## config.mk

```make
export PLATFORM = sky130hd
export DESIGN_NAME = line_token_classifier_flat
export DESIGN_NICKNAME = d
export VERILOG_FILES = /design/src/sv/ltc_pkg.sv /design/src/sv/ltc_if.sv /design/src/sv/ltc_step.sv /design/src/sv/line_token_classifier.sv /design/src/flat_wrapper.sv
export SDC_FILE = /design/constraint.sdc
export NUM_CORES = 1
export LEC_CHECK = 0
export BUFFER_PORTS_ARGS = -buffer_cell sky130_fd_sc_hd__buf_2
export CAP_MARGIN = 25
export CORE_UTILIZATION = 35
export CTS_CLUSTER_SIZE = 28
export DETAILED_ROUTE_END_ITERATION = 6
export SLEW_MARGIN = 5
export SYNTH_ARGS = -nofsm -noshare
export SYNTH_HDL_FRONTEND = slang
export SYNTH_SLANG_ARGS = --single-unit
```

## constraint.sdc

```tcl
create_clock -name i_clk -period 4.12 [get_ports i_clk]
set_input_delay 0.824 -clock i_clk [delete_from_list [all_inputs] [get_ports i_clk]]
set_output_delay 0.824 -clock i_clk [all_outputs]
set_load 0.02 [all_outputs]
```

## src/sv/ltc_pkg.sv

```systemverilog
// ============================================================================
// ltc_pkg: shared types and constants of the line token classifier
// Holds the token classes, the character constants, the recognizer states,
// the per-line state and result structs with the line reset value, and the character and accepting-state functions.
// ============================================================================
`default_nettype none

package ltc_pkg;

    // Token classes as they appear on the result channel.
    localparam logic [2:0] CLS_ID  = 3'd0;
    localparam logic [2:0] CLS_NUM = 3'd1;
    localparam logic [2:0] CLS_STR = 3'd2;
    localparam logic [2:0] CLS_COM = 3'd3;
    localparam logic [2:0] CLS_UNK = 3'd4;

    // Characters that steer the recognizers.
    localparam logic [7:0] CH_NUL        = 8'h00;
    localparam logic [7:0] CH_LF         = 8'h0A;
    localparam logic [7:0] CH_SPACE      = 8'h20;
    localparam logic [7:0] CH_QUOTE      = 8'h22;
    localparam logic [7:0] CH_DOT        = 8'h2E;
    localparam logic [7:0] CH_SLASH      = 8'h2F;
    localparam logic [7:0] CH_ZERO       = 8'h30;
    localparam logic [7:0] CH_NINE       = 8'h39;
    localparam logic [7:0] CH_UPPER_A    = 8'h41;
    localparam logic [7:0] CH_UPPER_Z    = 8'h5A;
    localparam logic [7:0] CH_BACKSLASH  = 8'h5C;
    localparam logic [7:0] CH_UNDERSCORE = 8'h5F;
    localparam logic [7:0] CH_LOWER_A    = 8'h61;
    localparam logic [7:0] CH_LOWER_Z    = 8'h7A;
    localparam logic [7:0] CH_TILDE      = 8'h7E;

    typedef enum logic [3:0] {
        ST_START     = 4'd0,
        ST_ID_BODY   = 4'd1,
        ST_ID_UNDER  = 4'd2,
        ST_ID_TAIL   = 4'd3,
        ST_NUM_INT   = 4'd4,
        ST_NUM_ZERO  = 4'd5,
        ST_NUM_DOT   = 4'd6,
        ST_NUM_FRAC  = 4'd7,
        ST_STR_BODY  = 4'd8,
        ST_STR_ESC   = 4'd9,
        ST_STR_DONE  = 4'd10,
        ST_COM_OPEN  = 4'd11,
        ST_COM_BODY  = 4'd12,
        ST_COM_SLASH = 4'd13,
        ST_COM_DONE  = 4'd14,
        ST_FAIL      = 4'd15
    } t_dfa_state;

    typedef struct packed {
        t_dfa_state dfa_state;
        logic [2:0] line_class;
        logic [7:0] char_count;
        logic       at_line_start;
    } t_line_state;

    typedef struct packed {
        logic [2:0] token_class;
        logic       token_valid;
        logic [7:0] token_length;
    } t_token;

    localparam t_line_state LINE_RESET = '{
        dfa_state:     ST_START,
        line_class:    CLS_ID,
        char_count:    8'd0,
        at_line_start: 1'b1
    };

    function automatic logic is_letter(input logic [7:0] c);
        return (c >= CH_UPPER_A && c <= CH_UPPER_Z) ||
               (c >= CH_LOWER_A && c <= CH_LOWER_Z);
    endfunction

    function automatic logic is_digit(input logic [7:0] c);
        return c >= CH_ZERO && c <= CH_NINE;
    endfunction

    function automatic logic is_alnum(input logic [7:0] c);
        return is_letter(c) || is_digit(c);
    endfunction

    function automatic logic is_print(input logic [7:0] c);
        return c >= CH_SPACE && c <= CH_TILDE;
    endfunction

    function automatic logic is_accepting(input t_dfa_state s);
        return s == ST_ID_BODY || s == ST_ID_TAIL || s == ST_NUM_INT ||
               s == ST_NUM_ZERO || s == ST_NUM_FRAC || s == ST_STR_DONE ||
               s == ST_COM_DONE;
    endfunction

endpackage

`default_nettype wire

```

## src/sv/ltc_if.sv

```systemverilog
// ============================================================================
// ltc_if: handshake channels of the line token classifier
// One channel carries input bytes, the other carries token results.
// ============================================================================
`default_nettype none

interface ltc_byte_if;
    logic       valid;
    logic       ready;
    logic [7:0] byte_in;

    modport source (output valid, output byte_in, input ready);
    modport sink (input valid, input byte_in, output ready);
endinterface

interface ltc_token_if;
    logic       valid;
    logic       ready;
    logic [2:0] token_class;
    logic       token_valid;
    logic [7:0] token_length;

    modport source (output valid, output token_class, output token_valid,
                    output token_length, input ready);
    modport sink (input valid, input token_class, input token_valid,
                  input token_length, output ready);
endinterface

`default_nettype wire

```

## src/sv/ltc_step.sv

```systemverilog
// ============================================================================
// ltc_step: one recognizer step
// Combinational transition of the per-line state for one byte, and the
// token result that a line terminator produces.
// ============================================================================
`default_nettype none

module ltc_step #(
    parameter int LEN_CAP = 255
) (
    input  ltc_pkg::t_line_state i_line,
    input  logic [7:0]           i_byte,
    output ltc_pkg::t_line_state o_line,
    output logic                 o_emit,
    output ltc_pkg::t_token      o_token
);
    import ltc_pkg::*;

    localparam logic [8:0] CAP = 9'(LEN_CAP);

    t_dfa_state w_nx;
    logic [1:0] w_add;
    logic [8:0] w_sum;
    logic       w_term;
    logic       w_ok;

    assign w_term = (i_byte == CH_NUL) || (i_byte == CH_LF);
    assign w_ok   = is_accepting(i_line.dfa_state);

    // Transition of the recognizer that runs past the first byte.
    always_comb begin
        w_nx  = ST_FAIL;
        w_add = 2'd0;
        unique case (i_line.dfa_state)
            ST_ID_BODY: begin
                if (is_alnum(i_byte)) begin
                    w_nx = ST_ID_BODY; w_add = 2'd1;
                end else if (i_byte == CH_UNDERSCORE) begin
                    w_nx = ST_ID_UNDER; w_add = 2'd1;
                end
            end
            ST_ID_UNDER, ST_ID_TAIL: begin
                if (is_alnum(i_byte)) begin
                    w_nx = ST_ID_TAIL; w_add = 2'd1;
                end
            end
            ST_NUM_INT: begin
                if (is_digit(i_byte)) begin
                    w_nx = ST_NUM_INT; w_add = 2'd1;
                end else if (i_byte == CH_DOT) begin
                    w_nx = ST_NUM_DOT; w_add = 2'd1;
                end
            end
            ST_NUM_ZERO: begin
                if (i_byte == CH_DOT) begin
                    w_nx = ST_NUM_DOT; w_add = 2'd1;
                end
            end
            ST_NUM_DOT, ST_NUM_FRAC: begin
                if (is_digit(i_byte)) begin
                    w_nx = ST_NUM_FRAC; w_add = 2'd1;
                end
            end
            ST_STR_BODY: begin
                if (i_byte == CH_QUOTE) begin
                    w_nx = ST_STR_DONE;
                end else if (i_byte == CH_BACKSLASH) begin
                    w_nx = ST_STR_ESC; w_add = 2'd1;
                end else if (is_print(i_byte)) begin
                    w_nx = ST_STR_BODY; w_add = 2'd1;
                end
            end
            ST_STR_ESC: begin
                if (is_print(i_byte)) begin
                    w_nx = ST_STR_BODY; w_add = 2'd1;
                end
            end
            ST_COM_OPEN: begin
                if (i_byte == CH_SLASH) begin
                    w_nx = ST_COM_BODY;
                end
            end
            ST_COM_BODY: begin
                if (i_byte == CH_SLASH) begin
                    w_nx = ST_COM_SLASH;
                end else begin
                    w_nx = ST_COM_BODY; w_add = 2'd1;
                end
            end
            ST_COM_SLASH: begin
                // A lone slash inside the comment is counted together with the
                // following byte once that byte shows it did not close.
                if (i_byte == CH_SLASH) begin
                    w_nx = ST_COM_DONE;
                end else begin
                    w_nx = ST_COM_BODY; w_add = 2'd2;
                end
            end
            default: begin
                // The start state past line start, the done states, and the
                // fail state all fail on any further byte.
                w_nx = ST_FAIL;
            end
        endcase
    end

    assign w_sum = {1'b0, i_line.char_count} + {7'd0, w_add};

    always_comb begin
        o_line  = i_line;
        o_emit  = 1'b0;
        o_token = '{token_class: CLS_UNK, token_valid: 1'b0, token_length: 8'd0};
        if (w_term) begin
            o_emit = 1'b1;
            o_line = LINE_RESET;
            if (!i_line.at_line_start) begin
                o_token.token_class  = i_line.line_class;
                o_token.token_valid  = w_ok;
                o_token.token_length = w_ok ? i_line.char_count : 8'd0;
            end
        end else if (i_line.at_line_start) begin
            o_line.at_line_start = 1'b0;
            o_line.char_count    = 8'd0;
            if (is_letter(i_byte)) begin
                o_line.line_class = CLS_ID;
                o_line.dfa_state  = ST_ID_BODY;
                o_line.char_count = 8'd1;
            end else if (i_byte == CH_ZERO) begin
                o_line.line_class = CLS_NUM;
                o_line.dfa_state  = ST_NUM_ZERO;
                o_line.char_count = 8'd1;
            end else if (is_digit(i_byte)) begin
                o_line.line_class = CLS_NUM;
                o_line.dfa_state  = ST_NUM_INT;
                o_line.char_count = 8'd1;
            end else if (i_byte == CH_QUOTE) begin
                o_line.line_class = CLS_STR;
                o_line.dfa_state  = ST_STR_BODY;
            end else if (i_byte == CH_SLASH) begin
                o_line.line_class = CLS_COM;
                o_line.dfa_state  = ST_COM_OPEN;
            end else begin
                o_line.line_class = CLS_UNK;
                o_line.dfa_state  = ST_FAIL;
            end
        end else if (i_line.dfa_state != ST_FAIL) begin
            o_line.dfa_state = w_nx;
            if (w_nx != ST_FAIL) begin
                o_line.char_count = (w_sum > CAP) ? CAP[7:0] : w_sum[7:0];
            end
        end
    end

endmodule

`default_nettype wire

```

## src/sv/line_token_classifier.sv

```systemverilog
// ============================================================================
// line_token_classifier: per-line lexical token recognizer
// Classifies each terminated line of a byte stream as identifier, number,
// string or comment and reports whether it matched and how long it is.
// ============================================================================
//
// Usage: bytes enter on i_byte, one item per byte. A byte of 0 or 10 ends
// the current line; every other byte produces no result. Each terminator
// produces exactly one item on o_token carrying the class, a match flag and
// the token length (zero when the line did not match).
//
// Each byte is first captured in an input register. From there the
// recognizer step updates the line state and, for a terminator, loads the
// result register that drives o_token. One byte can be accepted in
// every cycle for as long as the result channel keeps up.
//
// When the receiver stalls with a result pending, the block keeps taking
// bytes that do not end a line; a terminator waits in the input register
// until the result register frees up, and i_byte.ready stays low while it
// waits. That is the only case in which i_byte.ready drops.
//
// Reset (synchronous, active low) empties both registers and returns the
// line state to line start with a zero count.
//
// Lengths saturate at the smaller of LINE_BUFFER-1 and 255.
`default_nettype none

module line_token_classifier #(
    parameter int LINE_BUFFER = 256
) (
    input  logic        i_clk,
    input  logic        i_rst_n,
    ltc_byte_if.sink    i_byte,
    ltc_token_if.source o_token
);
    import ltc_pkg::*;

    localparam int LEN_CAP = (LINE_BUFFER - 1 > 255) ? 255 : LINE_BUFFER - 1;

    // Input register.
    logic        r_in_valid;
    logic [7:0]  r_in_byte;

    // Per-line recognizer state.
    t_line_state r_line;
    t_line_state n_line;

    // Result register.
    logic        r_out_valid;
    t_token      r_out;
    t_token      n_out;

    logic        w_emit;
    logic        w_out_free;
    logic        w_proc;
    logic        w_in_ready;

    ltc_step #(
        .LEN_CAP (LEN_CAP)
    ) u_step (
        .i_line  (r_line),
        .i_byte  (r_in_byte),
        .o_line  (n_line),
        .o_emit  (w_emit),
        .o_token (n_out)
    );

    // The held byte moves on unless it is a terminator and the result
    // register is still occupied by a result nobody has taken.
    assign w_out_free = !r_out_valid || o_token.ready;
    assign w_proc     = r_in_valid && (!w_emit || w_out_free);
    assign w_in_ready = !r_in_valid || w_proc;

    always_ff @(posedge i_clk) begin
        if (!i_rst_n) begin
            r_in_valid  <= 1'b0;
            r_line      <= LINE_RESET;
            r_out_valid <= 1'b0;
        end else begin
            if (w_in_ready) begin
                r_in_valid <= i_byte.valid;
            end
            if (w_proc) begin
                r_line <= n_line;
            end
            if (w_proc && w_emit) begin
                r_out_valid <= 1'b1;
            end else if (o_token.ready) begin
                r_out_valid <= 1'b0;
            end
        end
    end

    // Payload registers carry no reset.
    always_ff @(posedge i_clk) begin
        if (w_in_ready && i_byte.valid) begin
            r_in_byte <= i_byte.byte_in;
        end
        if (w_proc && w_emit) begin
            r_out <= n_out;
        end
    end

    assign i_byte.ready         = w_in_ready;
    assign o_token.valid        = r_out_valid;
    assign o_token.token_class  = r_out.token_class;
    assign o_token.token_valid  = r_out.token_valid;
    assign o_token.token_length = r_out.token_length;

endmodule

`default_nettype wire

```

## src/flat_wrapper.sv

```systemverilog
// flat-port wrapper written by rule: the top's interface ports become plain ports
module line_token_classifier_flat import ltc_pkg::*;
#(
    parameter int LINE_BUFFER = 256
)
  (i_clk, i_rst_n, i_byte_valid, i_byte_byte_in, i_byte_ready, o_token_valid, o_token_token_class, o_token_token_valid, o_token_token_length, o_token_ready);
  ltc_byte_if i_byte_i ();
  ltc_token_if o_token_i ();
  input  logic i_clk;
  input  logic i_rst_n;
  input wire logic [$bits(i_byte_i.valid)-1:0] i_byte_valid;
  input wire logic [$bits(i_byte_i.byte_in)-1:0] i_byte_byte_in;
  output wire logic [$bits(i_byte_i.ready)-1:0] i_byte_ready;
  output wire logic [$bits(o_token_i.valid)-1:0] o_token_valid;
  output wire logic [$bits(o_token_i.token_class)-1:0] o_token_token_class;
  output wire logic [$bits(o_token_i.token_valid)-1:0] o_token_token_valid;
  output wire logic [$bits(o_token_i.token_length)-1:0] o_token_token_length;
  input wire logic [$bits(o_token_i.ready)-1:0] o_token_ready;
  assign i_byte_i.valid = i_byte_valid;
  assign i_byte_i.byte_in = i_byte_byte_in;
  assign i_byte_ready = i_byte_i.ready;
  assign o_token_valid = o_token_i.valid;
  assign o_token_token_class = o_token_i.token_class;
  assign o_token_token_valid = o_token_i.token_valid;
  assign o_token_token_length = o_token_i.token_length;
  assign o_token_i.ready = o_token_ready;
  line_token_classifier #(.LINE_BUFFER(LINE_BUFFER)) u_core (.i_clk(i_clk), .i_rst_n(i_rst_n), .i_byte(i_byte_i), .o_token(o_token_i));
endmodule
```

Yosys cells after proc, flatten, opt, wreduce, memory -nomap -nowiden
Cells that the tools add are included.
Word-level totals
  input bits: 12
  register bits: 38
  output and inout bits: 14
  logic and storage cells: 121
Operators by class
  $lt $le $gt $ge: 9
  multiplexer cells: 42
  add/subtract/negate cells: 1
  bitwise operators: 2
  reductions and logical operators: 34
  equal/unequal tests: 23
Operator list (count)
  $pmux W4 S10: 1
  $eq A8 B6 Y1 const B: 4
  $mux W4: 8
  $mux W8: 4
  $mux W15: 2
  $eq A4 B4 Y1 const B: 7
  $le A8 B7 Y1 const B: 3
  $pmux W2 S9: 1
  $eq A4 B3 Y1 const B: 4
  $eq A8 B7 Y1 const B: 2
  $ge A8 B6 Y1 const B: 2
  $ge A8 B7 Y1 const B: 2
  $mux W16: 1
  $mux W1: 15
  $mux W7: 2
  $logic_or A1 B1 Y1: 12
  $mux W3: 4
  $add A8 B2 Y9: 1
  $gt A9 B8 Y1 const B: 1
  $eq A4 B2 Y1 const B: 2
  $eq A8 B4 Y1 const B: 1
  $le A8 B6 Y1 const B: 1
  $logic_not A8 Y1: 1
  $ne A4 B4 Y1 const B: 2
  12 further kinds: 28

Longest topological paths before layout
  depth in word-level cells: 13
  gate-level depth with buffers: 15
  gate-level depth less buffers: 14

Cells and area by module
Synthesis repeated with hierarchy kept, for this count alone.
Second synthesis, totals
  cell total of the unflattened synthesis: 287
  area total of the unflattened synthesis: 2543.7 µm²
By module, submodules not included
  line_token_classifier: times used 1, cells each 101, seq. area each 960.9 µm², area an instance 1371.3 µm²
  ltc_step: times used 1, cells each 186, seq. area each 0.0 µm², area an instance 1172.4 µm²

Worst setup path before layout
OpenSTA, ideal clock, no wires.
  path type: register to register
  start: register u_core.r_in_byte[4]
  end: register u_core.r_line[8] (netlist name)
  setup time: 0.123 ns
  path buffers: 0
  cell stages (with the launch flop): 11
  required time: 3.997 ns
  path slack: 1.401 ns
  clock period less this slack: 2.719 ns
  data arrival time: 2.596 ns
  cells stage by stage: edfxtp_1 > nor4b_4 > nand3_1 > o211ai_1 > nand4_1 > ha_1 > fa_1 > nand2_1 > nor2_1 > o31ai_1 > a21oi_2
Between the ends
  word-level cells in the longest chain between the ends: 13
  elaborated cells between the ends (all ways): 63
  those cells by class: add/sub (1); order compare (9); eq/ne (7); mux (32); reduce/logical (14)
Ends and longest elaborated chain
  start: declaration: RTL line line_token_classifier.sv:42  | logic [7:0] r_in_byte;
  start signal: assignment: RTL line line_token_classifier.sv:97  | r_in_byte <= i_byte.byte_in;
  $ge A8 B6 Y1 (tied with other cells): RTL line ltc_pkg.sv:87  | return c >= CH_SPACE && c <= CH_TILDE;
  $logic_and A1 B1 Y1, on equally long branches: RTL line ltc_pkg.sv:87, ltc_pkg.sv:74, ltc_pkg.sv:75
  $mux W1 / $logic_or A1 B1 Y1 (equally long branches): RTL line ltc_step.sv:69, ltc_step.sv:74, ltc_pkg.sv:74
  $mux W1 / $logic_or A1 B1 Y1 (equally long branches): RTL line ltc_step.sv:67, ltc_pkg.sv:83
  $mux W1, on equally long branches: RTL line ltc_step.sv:65, ltc_step.sv:36, ltc_step.sv:43
  $pmux W2 S9: RTL line ltc_step.sv:34  | unique case (i_line.dfa_state)
  $add A8 B2 Y9: RTL line ltc_step.sv:107  | assign w_sum = {1'b0, i_line.char_count} + {7'd0, w_add};
  $gt A9 B8 Y1: RTL line ltc_step.sv:149  | o_line.char_count = (w_sum > CAP) ? CAP[7:0] : w_sum[7:0];
  $mux W8: RTL line ltc_step.sv:149
  $mux W8: RTL line ltc_step.sv:148  | if (w_nx != ST_FAIL) begin
  $mux W8: RTL line ltc_step.sv:146  | end else if (i_line.dfa_state != ST_FAIL) begin
  $mux W8: RTL line ltc_step.sv:121  | end else if (i_line.at_line_start) begin
  $mux W16: RTL line ltc_step.sv:113  | if (w_term) begin
  end signal: assignment: RTL line line_token_classifier.sv:84  | r_line <= n_line;
  end: declaration: RTL line line_token_classifier.sv:45  | t_line_state r_line;
Parallel ways exist; a longest one is shown, timed or not. The select of a mux whose other input is x is not followed.
A chain may end at the register's enable or synchronous reset.

Worst setup path in the final report
  start: register u_core.r_in_byte[4]
  end: register u_core.r_line[1] (netlist name)
The elaborated chain is that of the path after synthesis.

==> flow_summary.yaml <==
clocking:
  clock-root-buffer: "clkbuf_8"
  cts_buffer_depth: 2
  clk_pin_slew_ps: 70
  cts_setup_buffers: 0
  cts_resized: 0
  h-tree-depth: 2
  cts_buffers: 5
  worstSkewPairLatency_ps: 290
  clkSinkCount: 38
  cts_tree: "yes"
  ctsHoldBuffers: 0
global_route:
  grt_pass1_vias: 1724
  use_met3_pct: 3.33
  gr-max-usage-layer: "met2"
  antenna_found_initial: 0
  gr-usage-met2_pct: 23.1
  grt_usage_pct: 15.6
  overflow: 0
  grtUsageMet1_pct: 22.1
  grt_max_degree: 16
  grt_pass1_wl_um: 8010
synthesis:
  yosys_warnings: 0
  netlist_area_mm2: 0.00224
  synthArstFlopShare_pct: 0
  yosys.cell_types.count: 58
  synth_top_area_share_pct: 26.8
  synth_fp_nets: 251
  yosys_most_used_dff: "edfxtp_1"
  synth_cells: 236
  yosysSeqAreaShare_pct: 43.0
  ys_top_cells_by_area: "edfxtp_1, dfxtp_1, nand2_1"
  avgSynthCellArea_um2: 9.48
  synth_top_area_cell: "edfxtp_1"
  ys_ff_latch: 38
  synth-edff-count: 20
worst_hold_path:
  hold_class: "reg2reg"
timing:
  setup_viol: 0
  rsz0062_at_grt: "false"
  tns_ps: 0
  worstMarginPinSlew_ps: 896
  slew_violations: 0
  whs_ps: 482
  period_needed_ps: 3210
  finClkSkew_ps: 6.50
  period_share_pct: 78.0
  relSlewSlack_pct: 39.8
  timing.fmax_mhz: 311
  hold_violations: 0
  fin_ws_ps: 907
status:
  outcome: "finished, final reports clean"
floorplan:
  start_util_pct: 37.1
  rows: 28
  ios: 26
  die_h_um: 82.0
  die_w_um: 82.0
  die-area_mm2: 0.00672
  coreArea_mm2: 0.00603
power_and_ir_drop:
  p_leak_nw: 0.901
  power_mw: 0.938
  powerDensity_mw_per_mm2: 369
  vdd.ir_drop.worst_uv: 208
drt:
  drt_iter0_drc: 201
  viasPerCell: 5.68
  wl_per_cell_um: 14.2
  drt_drc_violations_left: 0
  routed_wirelength_um: 4710
  vias: 1880
  firstDrtPassIters: 4
  ant_nets: 0
worst_setup_path:
  critPathKind: "reg2reg"
  cp-end-kind: "register"
  crit_fanout: 8
  required_ps: 4290
  start_kind: "register"
  arrival_ps: 3380
placed_design:
  post-place-ws_ps: 1010
  place.gp.congestion: 0.914
  place_hpwl_um: 3480
  portBuffers: 25
finish:
  finish.utilization_pct: 42.3
  drive_above_1_share_pct: 19.9
  antenna_cells_inserted: 0
  area.growth.synth_to_final_pct: 13.8
  final_nets: 270
flow_run:
  cap_viol_max_count: 0
metal layers:
layer | vias to the layer above | share of wire, %
met4 | 0 | 0.57
li1 | 933 | -
met3 | 4 | 5.6
met2 | 64 | 43
met1 | 879 | 51
met5 | - | 0
Yosys cell counts, types with 4 or more instances:
library cell,number
nor3_1,9
nand3_1,10
nand2_1,22
nor2b_1,8
o31ai_1,4
and2_1,10
nand4_1,4
edfxtp_1,20
o21ai_0,14
o211ai_1,6
buf_2,6
dfxtp_1,18
and3_1,7
clkbuf_1,8
inv_1,5
a21oi_1,16
nor2_1,12
state kept, by name, summed over array words and instances, names as in the netlist:
| register | count |
|---|---|
| u_core.o_token.token_valid | 1 |
| u_core.o_token.token_length | 8 |
| u_core.r_in_valid | 1 |
| u_core.o_token.token_class | 3 |
| u_core.o_token.valid | 1 |
| u_core.r_line | 16 |
| u_core.r_in_byte | 8 |
cell type report:
cell class | count | area [um2]
clock inverter | 2 | 60.1
tap | 75 | 93.8
timing repair buffer | 26 | 133
inverter | 5 | 18.8
clock buffer | 6 | 82.6
sequential | 38 | 961
fill | 602 | 3480
multi-input combinational | 179 | 1200
where the power goes:
group | switching [mW] | leakage [nW] | internal (mW)
sequential | 0.0271 | 0.311 | 0.410
clock | 0.123 | 0.0714 | 0.258
combinational | 0.0700 | 0.518 | 0.0493
total | 0.221 | 0.901 | 0.718
through the flow:
step	cells	instance area (um2)
finish	331	2550
global route	331	2550
CTS	331	2550
detailed placement	323	2400
global placement	323	2400
floorplan	236	2240
cells by family after synthesis:
family | synth area share [%]
DFF | 43.0
and+or+nand+nor | 24.6
adders and majority gates | 2.01
AOI/OAI and AO/OA | 26.2
buffers and inverters | 3.52
xor gates and xnor gates | 0.783
cell usage in the layout (no fill, tap or decap), types with 2 or more instances in the layout:
cell type and instances:
edfxtp_1 20, bufinv_16 2, nand2b_1 3, o2bb2ai_1 2, inv_1 5, nand2_1 22
a41oi_1 3, nor2_1 12, and3_1 7, o2111ai_1 2, o211a_1 2, buf_2 25
nor2b_1 8, o31ai_1 4, and2_1 10, a22oi_1 3, a21oi_1 16, a21o_1 3
and4bb_2 2, a21boi_0 3, nor3_1 9, o21ai_0 14, ha_1 2, nand3_1 10
a21oi_2 2, o211ai_1 6, clkbuf_8 6, dfxtp_1 18, nand4_1 4
critical path: stages, from the launching register on:
cell and delay (ps):
edfxtp_1 510, nor4b_4 500, nand3_1 290, o211ai_1 270, nand4_1 160, ha_1 260
fa_1 460, nand2_1 130, nor3_1 110, nor3_1 160, nor2_1 60, o2111ai_1 100
o21ai_1 90
path summary, 6_finish.rpt:
kind / start / to / slack [ps] / cells past startpoint
max reg2reg: u_core.r_in_byte[4] / u_core.r_line[1] / 910 / 12
max: u_core.r_in_byte[4] / u_core.r_line[1] / 910 / 12
min: u_core.r_line[1] / u_core.r_line[1] / 480 / 2
min reg2reg: u_core.r_line[1] / u_core.r_line[1] / 480 / 2
Note: power is estimated with default switching activity, not from simulation.
